### src/rtl/core/frsq_pkg.sv
// Shared types, constants and codes of the frame rate statistics and governor block.
package frsq_pkg;

    // Field widths.
    localparam int FT_W      = 20;
    localparam int FPS_W     = 16;
    localparam int RUNG_W    = 4;
    localparam int EV_W      = 2;
    localparam int CFG_IDX_W = 3;
    localparam int CFG_DAT_W = 32;

    // Default window depth of the frame time ring.
    localparam int WINDOW_DEPTH_DEF = 600;

    // Statistics constants.
    localparam logic [20:0] RECOMPUTE_US = 21'd250000;
    localparam int          MIN_SAMPLES  = 10;
    localparam logic [23:0] FPS_NUM      = 24'd16000000;
    localparam logic [15:0] FPS_MAX      = 16'hFFFF;

    // Reciprocal of 100 for the worst-frame count, exact below 43699.
    localparam logic [13:0] DIV100_MUL = 14'd5243;
    localparam int          DIV100_SH  = 19;

    // Rung event codes.
    localparam logic [EV_W-1:0] EV_NONE    = 2'd0;
    localparam logic [EV_W-1:0] EV_ENGAGE  = 2'd1;
    localparam logic [EV_W-1:0] EV_RELEASE = 2'd2;

    // Register indexes.
    localparam logic [CFG_IDX_W-1:0] CFG_ENABLE = 3'd0;
    localparam logic [CFG_IDX_W-1:0] CFG_TARGET = 3'd1;
    localparam logic [CFG_IDX_W-1:0] CFG_HYST   = 3'd2;
    localparam logic [CFG_IDX_W-1:0] CFG_BELOW  = 3'd3;
    localparam logic [CFG_IDX_W-1:0] CFG_ABOVE  = 3'd4;
    localparam logic [CFG_IDX_W-1:0] CFG_RUNGS  = 3'd5;

    // Input item.
    typedef struct packed {
        logic [FT_W-1:0] frame_time_us;
        logic            governor_hold;
    } t_in_item;

    // Result item.
    typedef struct packed {
        logic [FPS_W-1:0]  fps_current;
        logic [FPS_W-1:0]  fps_average;
        logic [FPS_W-1:0]  fps_one_percent_low;
        logic [RUNG_W-1:0] governor_rung;
        logic [EV_W-1:0]   rung_event;
        logic [RUNG_W-1:0] event_rung;
    } t_out_item;

    // Queue entry between the front and the back.
    typedef struct packed {
        logic [FT_W-1:0] frame_time_us;
        logic            governor_hold;
        logic            time_zero;
    } t_qent;

    // Configuration register set.
    typedef struct packed {
        logic              governor_enable;
        logic [FPS_W-1:0]  target_fps;
        logic [FPS_W-1:0]  hysteresis_fps;
        logic [31:0]       below_dwell_us;
        logic [31:0]       above_dwell_us;
        logic [RUNG_W-1:0] ladder_rungs;
    } t_cfg;

endpackage

### src/rtl/core/frsq_front.sv
// Front part: accepts items, flags zero frame times and queues them for the back.
module frsq_front (
    input  logic              i_clk,
    input  logic              i_rst_n,
    input  logic              i_in_valid,
    output logic              o_in_stall,
    input  frsq_pkg::t_in_item i_in_item,
    output logic              o_q_valid,
    output frsq_pkg::t_qent   o_q_item,
    input  logic              i_q_pop
);
    import frsq_pkg::*;

    t_qent       r_buf [2];
    logic        r_wr_ptr;
    logic        r_rd_ptr;
    logic [1:0]  r_count;
    logic        push;
    t_qent       new_ent;

    // Two-entry queue; stall only when both entries are occupied.
    assign o_in_stall = (r_count == 2'd2);
    assign push       = i_in_valid && !o_in_stall;
    assign o_q_valid  = (r_count != 2'd0);
    assign o_q_item   = r_buf[r_rd_ptr];

    // Classify the item as it enters.
    always_comb begin
        new_ent.frame_time_us = i_in_item.frame_time_us;
        new_ent.governor_hold = i_in_item.governor_hold;
        new_ent.time_zero     = (i_in_item.frame_time_us == '0);
    end

    // Queue storage.
    always_ff @(posedge i_clk) begin
        if (push) begin
            r_buf[r_wr_ptr] <= new_ent;
        end
    end

    // Queue pointers and fill count.
    always_ff @(posedge i_clk) begin
        if (!i_rst_n) begin
            r_wr_ptr <= 1'b0;
            r_rd_ptr <= 1'b0;
            r_count  <= 2'd0;
        end else begin
            if (push) begin
                r_wr_ptr <= ~r_wr_ptr;
            end
            if (i_q_pop) begin
                r_rd_ptr <= ~r_rd_ptr;
            end
            if (push && !i_q_pop) begin
                r_count <= r_count + 2'd1;
            end else if (!push && i_q_pop) begin
                r_count <= r_count - 2'd1;
            end
        end
    end

endmodule

### config.mk
export PLATFORM = sky130hd
export DESIGN_NAME = frsq_front
export DESIGN_NICKNAME = d
export VERILOG_FILES = /design/src/rtl/core/frsq_pkg.sv /design/src/rtl/core/frsq_front.sv
export SDC_FILE = /design/constraint.sdc
export NUM_CORES = 1
export LEC_CHECK = 0
export BUFFER_PORTS_ARGS = -buffer_cell sky130_fd_sc_hd__buf_2
export CAP_MARGIN = 20
export CORE_MARGIN = 8
export CORE_UTILIZATION = 40
export CTS_CLUSTER_SIZE = 25
export DETAILED_ROUTE_END_ITERATION = 8
export PLACE_DENSITY = 0.61
export SLEW_MARGIN = 5
export SYNTH_ARGS = -nofsm -noshare
export SYNTH_HDL_FRONTEND = slang
export SYNTH_SLANG_ARGS = --single-unit
### constraint.sdc
create_clock -name i_clk -period 4.7 [get_ports i_clk]
set_input_delay 0.235 -clock i_clk [delete_from_list [all_inputs] [get_ports i_clk]]
set_output_delay 0.235 -clock i_clk [all_outputs]
set_load 0.03 [all_outputs]
=== After elaboration in Yosys (flattened, before gate mapping) ===
Memory sizes are Yosys's and may differ from the RTL's. A register that Yosys moved wholly into a read port is not among the register bits.
Cells that the tools add are included.

* Register bits: 4
* Memory bits (writable): 44
* Bits of input ports: 25
* Memories kept: 1

* Add/sub/neg operators: 2
* Equal/unequal tests: 1
* Muxes and demuxes: 6
* Bitwise operators: 2
* Reduce and logical (&&, ||, !) cells: 9

{| class="wikitable"
|+ Memories
! name !! depth !! width !! read ports !! clocked after memory_dff !! wr ports !! RTL line !! source
|-
| r_buf || 2 || 22 || 1 || 1 || 1 || frsq_front.sv:14 || <nowiki>t_qent r_buf [2];</nowiki>
|}

{| class="wikitable"
|+ Operators by type and width
! operator !! count
|-
| $logic_not A20 Y1 || 1
|-
| $mux W1 || 4
|-
| $mux W2 || 2
|-
| $reduce_bool A2 Y1 || 2
|-
| $logic_and A1 B1 Y1 || 3
|-
| $logic_not A1 Y1 || 3
|-
| $add A2 B1 Y2 const B || 1
|-
| $eq A2 B2 Y1 const B || 1
|-
| $not A1 Y1 || 2
|-
| $sub A2 B1 Y2 const B || 1
|}

=== Longest topological paths before layout ===
Gate-level depths: netlist (run 1).

* Depth after elaboration: 7
* Depth in mapped cells: 7
* Mapped depth without buffers: 7

=== Worst setup path before layout (run 1) ===
OpenSTA, ideal clock, no wires.

* Path type: register to register
* From: register r_count[0]
* To: memory r_buf[0][0] in the netlist's numbering (enable)
* Arrival: 1,520 ps
* Setup slack: 2,781 ps
* Stages on the path, launching flop included: 4
* Buffers on the path: 0
* Cells stage by stage: dfxtp_1 -> nand2b_2 -> inv_2 -> nor3_2

* Cells in the longest elaborated chain, start to end: 5

{| class="wikitable"
|+ Ends and longest elaborated chain
! item !! RTL line !! source
|-
| from (decl) || frsq_front.sv:17 || <nowiki>logic [1:0] r_count;</nowiki>
|-
| from (signal assigned) || frsq_front.sv:55 || <nowiki>r_count <= r_count + 2'd1;</nowiki>
|-
| from (signal assigned) || frsq_front.sv:57 || <nowiki>r_count <= r_count - 2'd1;</nowiki>
|-
| $eq A2 B2 Y1 || frsq_front.sv:22 || <nowiki>assign o_in_stall = (r_count == 2'd2);</nowiki>
|-
| via o_in_stall || frsq_front.sv:6 || <nowiki>output logic o_in_stall,</nowiki>
|-
| $logic_not A1 Y1 || frsq_front.sv:23 || <nowiki>assign push = i_in_valid && !o_in_stall;</nowiki>
|-
| $logic_and A1 B1 Y1 || frsq_front.sv:23 ||
|-
| $mux W1 || frsq_front.sv:36 || <nowiki>if (push) begin</nowiki>
|-
| $mux W1 (not written as such) || frsq_front.sv:37 || <nowiki>r_buf[r_wr_ptr] <= new_ent;</nowiki>
|-
| to (decl) || frsq_front.sv:14 ||
|}

The timed path passes the listed nets, and every way through them passes these cells.

==> results of run 1 <==
-- state kept, by name (all words and copies together) (netlist names), named ones only --
signal,count
r_buf,44
r_count,2
r_rd_ptr,1
r_wr_ptr,1
-- synthesized netlist by cell type --
cell type,count
o21ai_0,1
edfxtp_1,44
or2_2,1
nand3_1,1
nor2_1,2
mux2_2,19
or3_1,1
and2_1,3
a21boi_0,1
o21a_1,1
nand2_1,1
buf_2,2
inv_2,1
inv_1,2
nor3_2,1
mux2_1,3
nor4_1,5
and3_1,1
xnor2_1,1
nand2b_2,1
xor2_1,2
a21boi_1,1
ha_1,1
dfxtp_1,5
-- through the flow --
| stage | cells | cell area, sq um | worst slack [ns] | util, % | total power [W] |
|---|---|---|---|---|---|
| 3_5_place_dp | 201 | 2160 | 2.79 | 47.1 | 0.000766 |
| 6_report | 211 | 2290 | 2.58 | 49.9 | 0.00101 |
| 5_1_grt | 211 | 2290 | 2.43 | 49.9 | 0.00106 |
| 4_1_cts | 209 | 2250 | 2.52 | 49.0 | 0.00101 |
| 3_3_place_gp | 201 | 2160 | 2.85 | 47.1 | 0.000759 |
| 2_1_floorplan | 101 | 1860 | 2.78 | - | 0.000696 |
-- cell usage in the layout (no fill, tap or decap), types with 2 or more instances in the layout --
master	synthesis	final
and2_1	3	3
mux2_2	19	19
nor2_1	2	2
inv_1	2	2
edfxtp_1	44	44
dfxtp_1	5	5
clkbuf_8	0	6
nor4_1	5	5
xor2_1	2	2
mux2_1	3	3
clkbuf_1	0	2
buf_2	2	48
-- cells by family after synthesis --
kind of cell | synth area share (%)
buf+inv | 1.14
flops | 76.4
fa+ha+maj | 0.672
simple gates | 5.58
compound gates | 1.48
mux | 13.3
xor+xnor | 1.41
-- critical path, stage by stage (launching register included) --
cell and delay, ns:
dfxtp_1 0.99, mux2_2 0.42, buf_2 0.18
-- path summary, 6_finish.rpt --
kind	from	endpoint	depth (start not counted)	slack, ns
setup reg to reg	r_count[0]$_SDFFE_PN0P_	r_count[1]$_SDFFE_PN0P_	6	3.12
hold reg to reg	r_count[1]$_SDFFE_PN0P_	r_count[1]$_SDFFE_PN0P_	2	0.52
setup / recovery	flip-flop	o_q_item[8]	2	2.58
hold / removal	i_in_item[0]	r_buf[1][1]$_DFFE_PP_	1	0.13
-- layer usage --
layer | vias to the layer above | track usage [%] | share of wire [%]
met3 | 4 | 4.36 | 5.7
li1 | 496 | - | -
met4 | 0 | 3.61 | 1.0
met2 | 34 | 17.5 | 51
met1 | 528 | 11.3 | 42
met5 | - | 0 | 0
-- final cells by class --
class	instances	area share, %
clock buffer	8	3.93
inverter	3	0.491
multi-input combinational	47	18.5
sequential	49	62.0
tap	54	2.95
timing repair buffer	50	12.2
-- power by group through the flow --
stage / Clock, W / Combinational, W / Sequential, W
floorplan: 0 / 0.000150 / 0.000546
global placement: 0 / 0.000204 / 0.000555
global route: 0.000272 / 0.000232 / 0.000552
finish: 0.000245 / 0.000217 / 0.000546
CTS: 0.000254 / 0.000208 / 0.000549
detailed placement: 0 / 0.000207 / 0.000559
==> flow_metrics.py, run 1 <==
metrics = {
    "global_routing": {
        "grt_pass1_vias": 1186,
        "grt_max_degree": 24,
        "grt.total_usage_pct": 10.3,
        "grt_overflow": 0,
        "antenna_found_initial": 0,
        "grt_first_pass_wirelength_mm": 5.72,
    },
    "route": {
        "post_drt_wl_per_cell_um": 16.9,
        "vias": 1062,
        "drc_errors": 0,
        "antenna_left": 0,
        "via_per_inst": 5.03,
        "first_pass_iters": 4,
        "wl_mm": 3.57,
        "first_iter_violations": 62,
    },
    "worst_setup_path": {
        "cp_max_fo": 22,
        "worstPathRequired_ns": 4.47,
        "critPathKind": "reg2out",
        "worstSetupStartpointType": "flip-flop",
        "worstSetupEndpointType": "output port",
        "arrival_ns": 1.89,
    },
    "synthesis": {
        "synth_nets": 127,
        "yosysUniqueCellTypes": 24,
        "yosysTopAreaCellShare_pct": 71.0,
        "avgSynthCellArea_sq_um": 18.4,
        "synth_top_cell_by_area": "edfxtp_1",
        "syn-instance-count": 101,
        "ys_seq_area_share_pct": 76.4,
        "syn-cell-area_sq_um": 1860,
        "yosys_warnings": 0,
        "netlist_top_cells_area": "edfxtp_1 71%, mux2_2 11%, dfxtp_1 5.4%",
        "synth_seq_cells": 49,
    },
    "timing": {
        "period_minus_slack_ns": 2.12,
        "clock.fmax_mhz": 472,
        "setup_viol": 0,
        "slew_headroom_pct": 32.9,
        "drv_slew": 0,
        "hold_ws_ns": 0.126,
        "setup-tns-final_ns": 0,
        "tightest_slew_ns": 1.01,
        "rsz0062_at_grt": "false",
        "finClkSkew_ns": 0.00913,
        "hold_viol": 0,
        "min_period_over_period_pct": 45.1,
    },
    "finish": {
        "drive_above_1_share_pct": 50.3,
        "multi_input_area_sq_um": 424,
        "seq_area_sq_um": 1420,
        "antenna_cells": 0,
        "layout.nets": 182,
        "area_delta_synth_final_pct": 23.3,
        "nFillCells": 398,
    },
    "clock_network": {
        "clock_path_buffers": 2,
        "postCtsHoldBufs": 0,
        "post_cts_buffers": 0,
        "cts_root_buf": "clkbuf_8",
        "post_cts_resized": 0,
        "htreeDepth": 2,
        "cts_tree": "yes",
        "clock-sinks": 49,
        "clk_pin_slew_ns": 0.09,
        "cts-buffers-inserted": 5,
        "worstSkewPairLatency_ns": 0.29,
    },
    "floorplanning": {
        "ios": 49,
        "die_width_um": 84.2,
        "coreArea_sq_um": 4600,
        "die_h_um": 84.2,
        "start_util_pct": 40.5,
        "die_area_sq_um": 7090,
        "core.rowCount": 25,
    },
    "place": {
        "io_buffers": 48,
        "gp_congestion": 0.707,
        "hpwl_mm": 2.52,
    },
    "run": {
        "drv_cap": 0,
    },
    "power_and_ir_drop": {
        "clockPowerShare_pct": 24.3,
        "leakage_nw": 0.869,
        "p_comb_share_pct": 21.5,
        "vdd_drop_max_uv": 201,
        "p_switching_w": 0.000280,
        "p_sw_share_pct": 27.8,
        "p_seq_share_pct": 54.2,
        "p_per_area_nw_per_um2": 439,
        "p_int_w": 0.000727,
    },
    "hold_path": {
        "hold_class": "in2reg",
    },
    "status": {
        "outcome": "finished, final reports clean",
    },
}
Note: power is estimated with default switching activity, not from simulation.
==> inputs of run 2 (changes only) <==
==> constraint.sdc (replaced) <==
create_clock -name i_clk -period 2.09 [get_ports i_clk]
set_input_delay 0.1045 -clock i_clk [delete_from_list [all_inputs] [get_ports i_clk]]
set_output_delay 0.1045 -clock i_clk [all_outputs]
set_load 0.03 [all_outputs]
==> flow_metrics.py, run 2 (synthesis gave the netlist of run 1 again) <==
metrics = {
    "hold_path": {
        "min_to": "r_buf[0][11]$_DFFE_PP_",
        "hold_class": "in2reg",
        "hp-start": "i_in_item[10]",
        "min_path_cells": 1,
    },
    "clock_network": {
        "cts_root_buf": "clkbuf_8",
        "htreeDepth": 2,
        "cts-buffers-inserted": 5,
        "post_cts_resized": 0,
        "worstSkewPairLatency_ns": 0.29,
        "cts_tree": "yes",
        "clock-sinks": 49,
        "clock_path_buffers": 2,
        "clk_pin_slew_ns": 0.08,
    },
    "status": {
        "outcome": "finished, final reports clean",
    },
    "finish": {
        "antenna_cells": 0,
        "area_delta_synth_final_pct": 26.2,
        "layout_commonest_cell": "buf_2",
        "top_regs": "r_buf (44), r_count (2)",
        "largest_reg_flops": 44,
        "drive_above_1_share_pct": 48.5,
        "layout.nets": 190,
        "top_register": "r_buf",
        "final_cell_mix": "48 x buf_2, 44 x edfxtp_1, 19 x mux2_2, 7 x dlygate4sd3_1, 6 x clkbuf_8",
    },
    "floorplanning": {
        "start_util_pct": 40.5,
        "die_h_um": 84.2,
        "die_area_sq_um": 7090,
        "coreArea_sq_um": 4600,
        "ios": 49,
        "die_width_um": 84.2,
        "core.rowCount": 25,
    },
    "worst_setup_path": {
        "worstPathRequired_ns": 2.32,
        "critPathKind": "reg2reg",
        "r2r_cells": 6,
        "worstSetupEndpointType": "flip-flop",
        "r2r_start": "r_count[0]$_SDFFE_PN0P_",
        "arrival_ns": 1.81,
        "worstSetupStartpointType": "flip-flop",
        "regToRegEndpoint": "r_count[1]$_SDFFE_PN0P_",
        "reg2reg_slack_ns": 0.51,
        "cp_max_fo": 4,
    },
    "timing": {
        "slew_headroom_pct": 77.4,
        "hold_viol": 0,
        "period_minus_slack_ns": 1.58,
        "clock.fmax_mhz": 635,
        "hold_ws_ns": 0.0145,
        "setup-tns-final_ns": 0,
        "setup_viol": 0,
        "tightest_slew_ns": 0.336,
        "finClkSkew_ns": 0.00315,
        "min_period_over_period_pct": 75.4,
        "rsz0062_at_grt": "false",
        "drv_slew": 0,
    },
    "global_routing": {
        "grt.total_usage_pct": 9.96,
        "antenna_found_initial": 0,
        "grt_max_degree": 23,
        "grt_pass1_vias": 1134,
        "grt_first_pass_wirelength_mm": 5.53,
        "grt_overflow": 0,
    },
    "power_and_ir_drop": {
        "leakage_nw": 0.896,
        "p_switching_w": 0.000631,
        "p_sw_share_pct": 27.9,
        "vdd_drop_max_uv": 418,
        "p_comb_share_pct": 21.8,
        "p_seq_share_pct": 53.6,
        "p_int_w": 0.00163,
        "p_per_area_nw_per_um2": 963,
        "clockPowerShare_pct": 24.6,
    },
    "place": {
        "io_buffers": 48,
        "hpwl_mm": 2.41,
        "gp_congestion": 0.684,
    },
    "route": {
        "vias": 1037,
        "antenna_left": 0,
        "via_per_inst": 4.74,
        "drc_errors": 0,
        "first_iter_violations": 44,
        "first_pass_iters": 2,
        "post_drt_wl_per_cell_um": 15.8,
        "wl_mm": 3.47,
    },
    "run": {
        "drv_cap": 0,
    },
}
## run 2: through the flow
step | setup slack [ns] | instance area (sq um) | power [W] | instances | utilization [%]
floorplan | 0.171 | 1860 | 0.00157 | 101 | -
global route | 0.439 | 2350 | 0.00236 | 219 | 51.0
finish | 0.514 | 2350 | 0.00226 | 219 | 51.0
CTS | 0.499 | 2320 | 0.00229 | 216 | 50.4
detailed placement | 0.533 | 2190 | 0.00173 | 204 | 47.6
global placement | 0.615 | 2190 | 0.00171 | 204 | 47.6
## run 2: routing by layer
layer | track usage (%) | vias up | routed length, um
li1 | - | 513 | -
met1 | 10.4 | 487 | 1400
met2 | 17.0 | 29 | 1770
met3 | 4.07 | 8 | 241
met4 | 4.71 | 0 | 59
met5 | 0 | - | 0
## run 2: repair_timing
item / in CTS / in global routing
buffers inserted: 0 / 0
hold endpoints to repair: 8 / 5
hold buffers: 4 / 3
## run 2: final cells by class
cell class	instances	area [sq um]
sequential	49	1420
timing repair buffer	58	333
clock buffer	8	90.1
multi-input combinational	47	424
fill	411	2250
tap	54	67.6
inverter	3	11.3
## run 2: worst max-delay path by stage
stage,endpoint,startpoint
4_1_cts,o_q_item[20],flip-flop
6_report,r_count[1]$_SDFFE_PN0P_,r_count[0]$_SDFFE_PN0P_
2_1_floorplan,r_buf[0][0]$_DFFE_PP_,r_count[0]$_SDFFE_PN0P_
3_3_place_gp,r_count[1]$_SDFFE_PN0P_,r_count[0]$_SDFFE_PN0P_
5_1_grt,r_count[1]$_SDFFE_PN0P_,r_count[0]$_SDFFE_PN0P_
3_5_place_dp,r_count[1]$_SDFFE_PN0P_,r_count[0]$_SDFFE_PN0P_
## run 2: critical path: stages, from the launching register on
cell      delay [ns]
dfxtp_1         0.35
nand2b_2        0.20
inv_2           0.09
nor2_1          0.05
ha_1            0.31
or3_1           0.36
a21boi_1        0.15
## run 2: power by group through the flow
stage / Combinational (W) / Sequential (W) / Clock [W]
global placement: 0.000483 / 0.00123 / 0
detailed placement: 0.000492 / 0.00124 / 0
global route: 0.000530 / 0.00122 / 0.000612
floorplan: 0.000338 / 0.00123 / 0
finish: 0.000494 / 0.00121 / 0.000556
CTS: 0.000500 / 0.00121 / 0.000578
